File: config.mk
export PLATFORM = sky130hd
export DESIGN_NAME = sha256_stream_hasher
export DESIGN_NICKNAME = d
export VERILOG_FILES = /design/src/sv/sha_pkg.sv /design/src/sv/sha_ctrl.sv /design/src/sv/sha_datapath.sv /design/src/sv/sha256_stream_hasher.sv
export SDC_FILE = /design/constraint.sdc
export NUM_CORES = 2
export LEC_CHECK = 0
export ABC_CLOCK_PERIOD_IN_PS = 26400
export BUFFER_PORTS_ARGS = -buffer_cell sky130_fd_sc_hd__buf_2
export CAP_MARGIN = 20
export CORE_UTILIZATION = 40
export DETAILED_ROUTE_END_ITERATION = 8
export HOLD_SLACK_MARGIN = 0.1
export PLACE_DENSITY = 0.63
export SYNTH_ARGS = -nofsm -noshare
export SYNTH_HDL_FRONTEND = slang
export SYNTH_SLANG_ARGS = --single-unit
File: constraint.sdc
create_clock -name i_clk -period 26.4 [get_ports i_clk]
set_input_delay 5.28 -clock i_clk [delete_from_list [all_inputs] [get_ports i_clk]]
set_output_delay 5.28 -clock i_clk [all_outputs]
set_load 0.005 [all_outputs]
File: src/sv/sha_pkg.sv
`timescale 1ns / 1ps
`default_nettype none
package sha_pkg;

    typedef enum logic [2:0] {
        ST_FILL,
        ST_ROUND,
        ST_PAD,
        ST_EMIT
    } t_state;

    // controller to datapath
    typedef struct packed {
        logic load_byte;
        logic start_rounds;
        logic round_step;
        logic finish_block;
        logic pad_begin;
        logic pad_second;
        logic clear_msg;
        logic emit_next;
    } t_cmd;

    // datapath to controller
    typedef struct packed {
        logic       block_full;
        logic       rounds_done;
        logic       need_extra;
        logic [2:0] emit_idx;
    } t_status;

    localparam logic [31:0] RoundK [64] = '{
        32'h428a2f98, 32'h71374491, 32'hb5c0fbcf, 32'he9b5dba5,
        32'h3956c25b, 32'h59f111f1, 32'h923f82a4, 32'hab1c5ed5,
        32'hd807aa98, 32'h12835b01, 32'h243185be, 32'h550c7dc3,
        32'h72be5d74, 32'h80deb1fe, 32'h9bdc06a7, 32'hc19bf174,
        32'he49b69c1, 32'hefbe4786, 32'h0fc19dc6, 32'h240ca1cc,
        32'h2de92c6f, 32'h4a7484aa, 32'h5cb0a9dc, 32'h76f988da,
        32'h983e5152, 32'ha831c66d, 32'hb00327c8, 32'hbf597fc7,
        32'hc6e00bf3, 32'hd5a79147, 32'h06ca6351, 32'h14292967,
        32'h27b70a85, 32'h2e1b2138, 32'h4d2c6dfc, 32'h53380d13,
        32'h650a7354, 32'h766a0abb, 32'h81c2c92e, 32'h92722c85,
        32'ha2bfe8a1, 32'ha81a664b, 32'hc24b8b70, 32'hc76c51a3,
        32'hd192e819, 32'hd6990624, 32'hf40e3585, 32'h106aa070,
        32'h19a4c116, 32'h1e376c08, 32'h2748774c, 32'h34b0bcb5,
        32'h391c0cb3, 32'h4ed8aa4a, 32'h5b9cca4f, 32'h682e6ff3,
        32'h748f82ee, 32'h78a5636f, 32'h84c87814, 32'h8cc70208,
        32'h90befffa, 32'ha4506ceb, 32'hbef9a3f7, 32'hc67178f2
    };

    localparam logic [31:0] InitHash [8] = '{
        32'h6a09e667, 32'hbb67ae85, 32'h3c6ef372, 32'ha54ff53a,
        32'h510e527f, 32'h9b05688c, 32'h1f83d9ab, 32'h5be0cd19
    };

    localparam logic [7:0]  PadByte    = 8'h80;
    localparam logic [63:0] BlockBits  = 64'd512;
    localparam logic [6:0]  LenOffset  = 7'd56;

endpackage
`default_nettype wire

File: src/sv/sha_ctrl.sv
`timescale 1ns / 1ps
`default_nettype none
module sha_ctrl (
    input  wire logic            i_clk,
    input  wire logic            i_rst_n,
    input  wire logic            i_in_fire,
    input  wire logic            i_has_byte,
    input  wire logic            i_end_msg,
    input  wire logic            i_out_ready,
    input  wire sha_pkg::t_status i_status,
    output sha_pkg::t_cmd        o_cmd,
    output logic                 o_in_ready,
    output logic                 o_out_valid
);
    import sha_pkg::*;

    t_state r_state, n_state;
    logic   r_final, n_final;   // rounds belong to the final block
    logic   r_extra, n_extra;   // a second padded block is still owed
    logic   r_end, n_end;       // end of message was seen with this full block

    // next state
    always_comb begin
        n_state = r_state;
        n_final = r_final;
        n_extra = r_extra;
        n_end   = r_end;
        unique case (r_state)
            ST_FILL: begin
                if (i_in_fire) begin
                    if (i_has_byte && i_status.block_full) begin
                        n_state = ST_ROUND;
                        n_final = 1'b0;
                        n_end   = i_end_msg;
                    end else if (i_end_msg) begin
                        n_state = ST_PAD;
                    end
                end
            end
            ST_PAD: begin
                n_state = ST_ROUND;
                n_final = !i_status.need_extra;
                n_extra = i_status.need_extra;
            end
            ST_ROUND: begin
                if (i_status.rounds_done) begin
                    if (r_end) begin
                        n_state = ST_PAD;
                        n_end   = 1'b0;
                    end else if (r_extra) begin
                        n_state = ST_ROUND;
                        n_extra = 1'b0;
                        n_final = 1'b1;
                    end else if (r_final) begin
                        n_state = ST_EMIT;
                    end else begin
                        n_state = ST_FILL;
                    end
                end
            end
            ST_EMIT: begin
                if (i_out_ready && i_status.emit_idx == 3'd7) begin
                    n_state = ST_FILL;
                    n_final = 1'b0;
                end
            end
            default: n_state = ST_FILL;
        endcase
    end

    // outputs
    always_comb begin
        o_cmd       = '0;
        o_in_ready  = 1'b0;
        o_out_valid = 1'b0;
        unique case (r_state)
            ST_FILL: begin
                o_in_ready           = 1'b1;
                o_cmd.load_byte      = i_in_fire && i_has_byte;
                o_cmd.start_rounds   = i_in_fire && i_has_byte && i_status.block_full;
            end
            ST_PAD: begin
                o_cmd.pad_begin    = 1'b1;
                o_cmd.start_rounds = 1'b1;
            end
            ST_ROUND: begin
                o_cmd.round_step   = !i_status.rounds_done;
                o_cmd.finish_block = i_status.rounds_done;
                o_cmd.pad_second   = i_status.rounds_done && r_extra;
                o_cmd.start_rounds = i_status.rounds_done && r_extra;
            end
            ST_EMIT: begin
                o_out_valid     = 1'b1;
                o_cmd.emit_next = i_out_ready;
                o_cmd.clear_msg = i_out_ready && i_status.emit_idx == 3'd7;
            end
            default: ;
        endcase
    end

    always_ff @(posedge i_clk) begin
        if (!i_rst_n) begin
            r_state <= ST_FILL;
            r_final <= 1'b0;
            r_extra <= 1'b0;
            r_end   <= 1'b0;
        end else begin
            r_state <= n_state;
            r_final <= n_final;
            r_extra <= n_extra;
            r_end   <= n_end;
        end
    end
endmodule
`default_nettype wire

File: src/sv/sha_datapath.sv
`timescale 1ns / 1ps
`default_nettype none
module sha_datapath (
    input  wire logic            i_clk,
    input  wire logic            i_rst_n,
    input  wire sha_pkg::t_cmd   i_cmd,
    input  wire logic [7:0]      i_byte,
    output sha_pkg::t_status     o_status,
    output logic [31:0]          o_word
);
    import sha_pkg::*;

    logic [31:0] r_chain [8];
    logic [31:0] r_work  [8];
    logic [31:0] r_w     [16];   // message schedule window
    logic [31:0] r_msg   [16];   // block buffer, big-endian bytes per word
    logic [5:0]  r_fill;
    logic [63:0] r_bits;
    logic [63:0] r_len;
    logic [6:0]  r_round;        // 64 means idle / done
    logic [2:0]  r_emit;

    function automatic logic [31:0] rotr(input logic [31:0] v, input int n);
        rotr = (v >> n) | (v << (32 - n));
    endfunction

    // byte block as loaded into the schedule, with padding applied
    logic [7:0]  pad_blk [64];
    logic [7:0]  pad2_blk [64];
    logic [63:0] len_now;
    assign len_now = r_bits + {55'd0, r_fill, 3'd0};

    always_comb begin
        for (int wi = 0; wi < 16; wi++) begin
            for (int bi = 0; bi < 4; bi++) begin
                if (4*wi + bi < r_fill)       pad_blk[4*wi + bi] = r_msg[wi][8*(3 - bi) +: 8];
                else if (4*wi + bi == r_fill) pad_blk[4*wi + bi] = PadByte;
                else                          pad_blk[4*wi + bi] = 8'h00;
                pad2_blk[4*wi + bi] = 8'h00;
            end
        end
        if (r_fill < 6'd56) begin
            for (int i = 0; i < 8; i++) pad_blk[63 - i] = len_now[8*i +: 8];
        end
        for (int i = 0; i < 8; i++) pad2_blk[63 - i] = r_len[8*i +: 8];
    end

    // one round
    logic [31:0] s1, ch, t1, s0, maj, t2, wn, x, y;
    always_comb begin
        s1  = rotr(r_work[4], 6) ^ rotr(r_work[4], 11) ^ rotr(r_work[4], 25);
        ch  = (r_work[4] & r_work[5]) ^ (~r_work[4] & r_work[6]);
        t1  = r_work[7] + s1 + ch + RoundK[r_round[5:0]] + r_w[0];
        s0  = rotr(r_work[0], 2) ^ rotr(r_work[0], 13) ^ rotr(r_work[0], 22);
        maj = (r_work[0] & r_work[1]) ^ (r_work[0] & r_work[2]) ^ (r_work[1] & r_work[2]);
        t2  = s0 + maj;
        x   = r_w[1];
        y   = r_w[14];
        wn  = r_w[0] + (rotr(x, 7) ^ rotr(x, 18) ^ (x >> 3)) + r_w[9]
            + (rotr(y, 17) ^ rotr(y, 19) ^ (y >> 10));
    end

    assign o_status.block_full  = (r_fill == 6'd63);
    assign o_status.rounds_done = r_round[6];
    assign o_status.need_extra  = (r_fill >= 6'd56);
    assign o_status.emit_idx    = r_emit;
    assign o_word               = r_chain[r_emit];

    always_ff @(posedge i_clk) begin
        // block byte store, one byte lane of one word
        if (i_cmd.load_byte) r_msg[r_fill[5:2]][{~r_fill[1:0], 3'b000} +: 8] <= i_byte;
        // schedule and working set
        if (i_cmd.start_rounds) begin
            for (int i = 0; i < 16; i++) begin
                if (i_cmd.pad_second)
                    r_w[i] <= {pad2_blk[4*i], pad2_blk[4*i+1], pad2_blk[4*i+2], pad2_blk[4*i+3]};
                else if (i_cmd.pad_begin)
                    r_w[i] <= {pad_blk[4*i], pad_blk[4*i+1], pad_blk[4*i+2], pad_blk[4*i+3]};
                else if (i_cmd.load_byte && i == 15)
                    r_w[i] <= {r_msg[15][31:8], i_byte};
                else
                    r_w[i] <= r_msg[i];
            end
            if (i_cmd.pad_second) begin
                for (int i = 0; i < 8; i++) r_work[i] <= r_chain[i] + r_work[i];
            end else begin
                for (int i = 0; i < 8; i++) r_work[i] <= r_chain[i];
            end
        end else if (i_cmd.round_step) begin
            for (int i = 0; i < 15; i++) r_w[i] <= r_w[i+1];
            r_w[15] <= wn;
            r_work[7] <= r_work[6];
            r_work[6] <= r_work[5];
            r_work[5] <= r_work[4];
            r_work[4] <= r_work[3] + t1;
            r_work[3] <= r_work[2];
            r_work[2] <= r_work[1];
            r_work[1] <= r_work[0];
            r_work[0] <= t1 + t2;
        end
        if (i_cmd.pad_begin) r_len <= len_now;

        if (!i_rst_n) begin
            for (int i = 0; i < 8; i++) r_chain[i] <= InitHash[i];
            r_fill  <= '0;
            r_bits  <= '0;
            r_round <= 7'd64;
            r_emit  <= '0;
        end else begin
            if (i_cmd.load_byte) r_fill <= r_fill + 6'd1;
            if (i_cmd.start_rounds)    r_round <= '0;
            else if (i_cmd.round_step) r_round <= r_round + 7'd1;
            if (i_cmd.start_rounds && !i_cmd.pad_begin && !i_cmd.pad_second)
                r_bits <= r_bits + BlockBits;
            if (i_cmd.pad_begin) r_fill <= '0;
            // chain update at the end of each block
            if (i_cmd.finish_block && !i_cmd.pad_second)
                for (int i = 0; i < 8; i++) r_chain[i] <= r_chain[i] + r_work[i];
            if (i_cmd.pad_second)
                for (int i = 0; i < 8; i++) r_chain[i] <= r_chain[i] + r_work[i];
            if (i_cmd.emit_next) r_emit <= r_emit + 3'd1;
            if (i_cmd.clear_msg) begin
                for (int i = 0; i < 8; i++) r_chain[i] <= InitHash[i];
                r_bits <= '0;
                r_fill <= '0;
                r_emit <= '0;
            end
        end
    end
endmodule
`default_nettype wire

File: src/sv/sha256_stream_hasher.sv
`timescale 1ns / 1ps
`default_nettype none
// channel   | dir | handshake         | payload
// s_axis    | in  | tvalid / tready   | tdata = data_byte, tuser = has_byte, tlast = end_of_message
// m_axis    | out | tvalid / tready   | tdata = digest_word, tuser = word_index, tlast = last_word
//
// a byte is taken each cycle while a block fills; the 64th byte holds input
// off while the 64 rounds run, one a cycle, and then the chain update.
// end of message costs a pad state plus a padded block of rounds, and
// another such block if 56 or more bytes pend, then eight digest beats;
// a stalled output holds the word.
// synchronous active-low reset loads the initial hash and empties the block.
module sha256_stream_hasher (
    input  wire logic        i_clk,
    input  wire logic        i_rst_n,
    input  wire logic        s_axis_tvalid,
    output logic             s_axis_tready,
    input  wire logic [7:0]  s_axis_tdata,   // [7:0] data_byte
    input  wire logic        s_axis_tuser,   // [0] has_byte
    input  wire logic        s_axis_tlast,
    output logic             m_axis_tvalid,
    input  wire logic        m_axis_tready,
    output logic [31:0]      m_axis_tdata,   // [31:0] digest_word
    output logic [2:0]       m_axis_tuser,   // [2:0] word_index
    output logic             m_axis_tlast
);
    import sha_pkg::*;

    t_cmd    cmd;
    t_status status;
    logic    in_fire;

    assign in_fire = s_axis_tvalid && s_axis_tready;

    // control
    sha_ctrl u_ctrl (
        .i_clk       (i_clk),
        .i_rst_n     (i_rst_n),
        .i_in_fire   (in_fire),
        .i_has_byte  (s_axis_tuser),
        .i_end_msg   (s_axis_tlast),
        .i_out_ready (m_axis_tready),
        .i_status    (status),
        .o_cmd       (cmd),
        .o_in_ready  (s_axis_tready),
        .o_out_valid (m_axis_tvalid)
    );

    // hashing datapath
    sha_datapath u_dp (
        .i_clk    (i_clk),
        .i_rst_n  (i_rst_n),
        .i_cmd    (cmd),
        .i_byte   (s_axis_tdata),
        .o_status (status),
        .o_word   (m_axis_tdata)
    );

    assign m_axis_tuser = status.emit_idx;
    assign m_axis_tlast = (status.emit_idx == 3'd7);

    // no input is taken while digest beats are pending
    a_no_overlap: assert property (@(posedge i_clk) disable iff (!i_rst_n)
        !(s_axis_tready && m_axis_tvalid)) else $error("input and output both open");
    // word index advances on each output beat that is not the last
    a_idx_step: assert property (@(posedge i_clk) disable iff (!i_rst_n)
        (m_axis_tvalid && m_axis_tready && !m_axis_tlast) |=>
        (m_axis_tuser == $past(m_axis_tuser) + 3'd1)) else $error("word index skipped");
    // after the last word the block is ready again
    a_back_to_fill: assert property (@(posedge i_clk) disable iff (!i_rst_n)
        (m_axis_tvalid && m_axis_tready && m_axis_tlast) |=> s_axis_tready)
        else $error("not ready after digest");
endmodule
`default_nettype wire
**Word level (Yosys, flattened, before mapping)**

Memory sizes are Yosys's and may differ from the RTL's. A register that Yosys moved wholly into a read port is not among the register bits.
Index checks and enable logic that the tools add are counted.

- Add/sub/neg operators: 24
- Mux-type cells: 291
- Reductions and logical operators: 26
- $lt $le $gt $ge: 66
- Shift operators: 2
- Equality and inequality tests: 75
- Bitwise operators: 119

Operators with widths:

| operator | count |
|---|---|
| $mux W32 | 92 |
| $mux W8 | 127 |
| $add A32 B32 Y32 | 18 |
| $xor A32 B32 Y32 | 9 |
| $eq A6 B6 Y1 const A | 32 |
| $lt A6 B6 Y1 const A | 31 |
| $and A32 B32 Y32 | 5 |
| $eq A5 B6 Y1 const A | 16 |
| $lt A5 B6 Y1 const A | 16 |
| $or A1 B1 Y1 | 89 |
| $add A64 B10 Y64 const B | 1 |
| $add A64 B9 Y64 | 1 |
| $mux W64 | 1 |
| $mux W1 | 52 |
| $eq A4 B6 Y1 const A | 8 |
| $lt A4 B6 Y1 const A | 8 |
| $not A32 Y32 | 1 |
| $or A10 B32 Y32 | 1 |
| $or A13 B32 Y32 | 1 |
| $or A14 B32 Y32 | 1 |
| $or A15 B32 Y32 | 1 |
| $or A19 B32 Y32 | 1 |
| $or A21 B32 Y32 | 1 |
| $or A25 B32 Y32 | 1 |
| other kinds (48) | 89 |

- Output and inout bits: 38
- Register bits: 150
- ROM bits: 2048
- Bits in writable memories: 1536
- Memories kept: 5
- Input port bits: 14
- Logic and storage cells: 618

Memory list:

| name | depth | width | read ports | clocked after memory_dff | wr ports | line | source |
|---|---|---|---|---|---|---|---|
| (name not given) | 64 | 32 | 1 | 0 | 0 | sha_datapath.sv:53 | `t1 = r_work[7] + s1 + ch + RoundK[r_round[5:0]] + r_w[0];` |
| u_dp.r_msg | 16 | 32 | 16 | 0 | 1 | sha_datapath.sv:16 | `logic [31:0] r_msg [16];` |
| u_dp.r_w | 16 | 32 | 16 | 0 | 16 | sha_datapath.sv:15 | `logic [31:0] r_w [16];` |
| u_dp.r_chain | 8 | 32 | 9 | 1 | 8 | sha_datapath.sv:13 | `logic [31:0] r_chain [8];` |
| u_dp.r_work | 8 | 32 | 8 | 0 | 8 | sha_datapath.sv:14 | `logic [31:0] r_work [8];` |

**Depth between registers and ports, before layout**

- Depth in word-level cells: 13
- Mapped depth: 44
- Depth with buffers taken out: 41

**By module**

Synthesis repeated with hierarchy kept, for this count alone.

- Cells, all modules: 8629
- Area total of the unflattened synthesis: 95157.5 um^2

By module, submodules not included:

| module | sequential area each (um^2) | cells each | instances | area each (um^2) |
|---|---|---|---|---|
| sha_datapath | 48156.2 | 8565 | 1 | 94647.0 |
| sha_ctrl | 100.1 | 62 | 1 | 498.0 |
| sha256_stream_hasher | 0.0 | 2 | 1 | 12.5 |

**Worst setup path before layout**

Ideal clock, no wire load.

- Path kind: input-to-reg
- Start point: input s_axis_tuser
- End point: memory u_dp.r_w[0][0], enable pin
- Path buffers: 0
- Arrival time: 15879 ps
- Data required time: 22073 ps
- Cell stages on the path: 5
- Slack: 6194 ps
- Library setup time: 4327 ps
- Cells stage by stage: nand3_1 > nor3_4 > nor2_1 > a21o_1 > nand3_1

RTL lines:

| item | line | source |
|---|---|---|
| start, declared | sha256_stream_hasher.sv:19 | `input wire logic s_axis_tuser,` |
| end, declared | sha_datapath.sv:15 |  |

==> flow_summary.json <==
{
  "outcome": "finished clean",
  "maxClockFrequency_ghz": 0.08793,
  "crit_path_end_kind": "register",
  "synth_enable_flop_cells": 1461,
  "timing.critical_path.required_ns": 26.97,
  "yosys.area.top_type_share_pct": 46.15,
  "critPathSlowestCell": "ha_1",
  "hold_path.class": "register to register",
  "drv_slew": 0,
  "final_nets": 9166,
  "syn_nets": 9288,
  "num_io_pins": 52,
  "synthesis.area_um2": 95060,
  "numPortBuffers": 51,
  "timing.final.hold_violations": 0,
  "dieArea_um2": 239600,
  "cts_tree": "done",
  "path_common_cell": "a21oi_1",
  "synth-seq-cells": 1668,
  "rsz0062_at_grt": "no",
  "cts-htree-levels": 4,
  "route.final.wire_length_um": 327800,
  "synth_seq_area_share_pct": 50.51,
  "hpwlAfterDp_um": 236000,
  "preCtsSetupSlack_ns": 15.31,
  "avgViaCountPerCell": 6.099,
  "synth_cell_type_count": 100,
  "post-route-drc-count": 0,
  "first_global_vias": 68524,
  "cp_data_arrival_time_ns": 11.94,
  "vias": 72342,
  "global_route_total_usage_across_every_layer_pct": 26.92,
  "worst_slew_margin_rel_pct": 20.22,
  "synth_top_area_cell": "edfxtp_1",
  "drt_pass1_iterations": 8,
  "die_height_um": 489.5,
  "maximum_number_of_pins_on_one_net_before_global_route_repair": 185,
  "antenna_violations_before_repair": 12,
  "cts_max_path_buffers": 3,
  "critPathKind": "register to register",
  "wl_per_cell_um": 27.63,
  "ctsResizeCount": 0,
  "root_buffer": "clkbuf_16",
  "globalRoute.totalOverflow": 0,
  "grt_first_pass_wirelength_um": 475500,
  "final_layout_setup_total_negative_slack_ns": 0,
  "critPathLaunchType": "register",
  "yosysWarnings": 0,
  "cts_hold_buf": 0,
  "wl_met1_um": 132700,
  "dr.max_layer_used": "met5",
  "worst-path-max-fanout": 26,
  "cts.clk_slew.worst_paths_ns": 0.06,
  "cts_made_buffers": 183,
  "leading_register_cell_type_out_of_synthesis": "edfxtp_1",
  "worst_path_largest_cell_delay_ns": 0.91,
  "area_overhead_vs_synth_pct": 10.25,
  "maxCapViolations": 0,
  "postSynthCellCount": 8674,
  "finish.utilization_pct": 44.48,
  "route.met2.wl_um": 147800,
  "clock_insertion_delay_worst_skew_ns": 0.91,
  "coreArea_um2": 235600,
  "clock_skew_ns": 0.1019,
  "fp-row-count": 178,
  "setup_viol": 0,
  "initial_core_util_pct": 40.34,
  "clock_tree_sinks": 1668,
  "dr.first_iter.drc_count": 8969,
  "place_congestion": 0.9990,
  "die_width_um": 489.5,
  "worstMarginPinSlew_ns": 1.197,
  "yosys-top-cells-area": "edfxtp_1, ha_1, dfxtp_1",
  "post-route-worst-setup-slack_ns": 15.03,
  "drive_above_1_share_pct": 7.693,
  "min_period_over_period_pct": 43.08,
  "route.met3.wl_um": 29240,
  "min_clock_period_post_route_ns": 11.37,
  "drt.antenna.violating_nets": 0,
  "fillers": 21802,
  "cts_setup_buffers": 0,
  "average_size_of_a_mapped_cell_um2": 10.96,
  "synth_async_sr_flop_share_pct": 0
}
==> cell type report <==
type | instances | area, um2 | share of cell area [%]
timing repair buffer | 167 | 1224 | 1.168
tap | 3150 | 3941 | 3.761
multi-input combinational | 6184 | 44080 | 42.06
clock buffer | 262 | 5169 | 4.932
clock inverter | 80 | 1047 | 0.9992
antenna | 3 | 7.507 | 0.007163
inverter | 348 | 1309 | 1.249
sequential | 1668 | 48030 | 45.83
==> cells in the final DEF, fill, tap and decap left out, types with 201 or more instances in the layout <==
cell type | synthesis | layout
inv_1 | 346 | 344
a21oi_1 | 636 | 635
xor2_1 | 206 | 206
edfxtp_1 | 1461 | 1461
nand2_1 | 927 | 921
o21ai_0 | 493 | 491
dfxtp_1 | 207 | 201
a22o_1 | 409 | 409
ha_1 | 405 | 404
xnor2_1 | 430 | 430
nor2_1 | 709 | 702
==> worst max-delay path: cells and delay by family (launching register included) <==
kind            cells  cell delay (ns)
compound gates     18             4.37
flops               1             0.30
fa+ha+maj           8             3.56
simple gates        8             1.54
xor+xnor            2             0.36
buf+inv             5             0.96
==> worst paths after layout <==
path	start	to	slack, ns	depth (start not counted)
setup / recovery	u_dp.r_round[0]	u_dp.r_work[0][30]	15.03	41
hold reg to reg	u_dp.r_w[0][127]	u_dp.r_w[0][95]	0.47	2
hold / removal	u_dp.r_w[0][127]	u_dp.r_w[0][95]	0.47	2
setup reg to reg	u_dp.r_round[0]	u_dp.r_work[0][30]	15.03	41
==> registers in the layout, indices dropped and copies added, names as in the netlist, named ones only <==
name	count
u_ctrl.r_state	2
u_dp.r_len	61
u_dp.r_bits	55
u_dp.r_emit	3
u_ctrl.r_final	1
u_dp.r_chain	256
u_dp.r_work	256
u_dp.r_w	512
u_dp.r_msg	504
u_dp.r_round	7
u_dp.r_fill	6
u_ctrl.r_extra	1
u_ctrl.r_end	1
==> metal layers <==
layer  track usage [%]  up-vias
li1                  -    31774
met1             36.10    35983
met2             42.05     3834
met3             4.780      743
met4             13.01        8
met5                 0        -
==> stage by stage <==
| stage | cell area (um2) | hold slack, ns | std cells |
|---|---|---|---|
| 4_1_cts | 104800 | 0.4706 | 11854 |
| 3_3_place_gp | 98460 | 0.4469 | 11505 |
| 2_1_floorplan | 95060 | 0.4029 | 8674 |
| 5_1_grt | 104800 | 0.4957 | 11861 |
| 3_5_place_dp | 98540 | 0.4718 | 11512 |
| 6_report | 104800 | 0.4714 | 11862 |
==> cell families after synthesis <==
| kind of cell | count (synthesis) | share of synthesized area (%) |
|---|---|---|
| simple gates | 2269 | 10.45 |
| compound gates | 2496 | 17.49 |
| fa+ha+maj | 622 | 9.669 |
| xor+xnor | 638 | 5.907 |
| mux | 159 | 2.692 |
| buf+inv | 822 | 3.280 |
| flops | 1668 | 50.51 |
==> synthesized netlist by cell type (all sizes together), types with 38 or more instances <==
master and n:
nand3 142, nor3 104, nand2b 75, a22o 409, o31ai 38, buf 62
a21o 167, mux4 71, or3 47, nor2 710, xor2 206, mux2 63
inv 347, fa 195, o211ai 58, a21oi 636, o22ai 48, and2 70
a211oi 80, o21a 60, o21ai 513, edfxtp 1461, and3 64, dfxtp 207
xnor2 430, ha 405, a31oi 133, clkbuf 412, nand2 927, o21bai 58
Power is not shown: default switching activity piles up to over one toggle a cycle in this logic, so the estimate is an artifact.
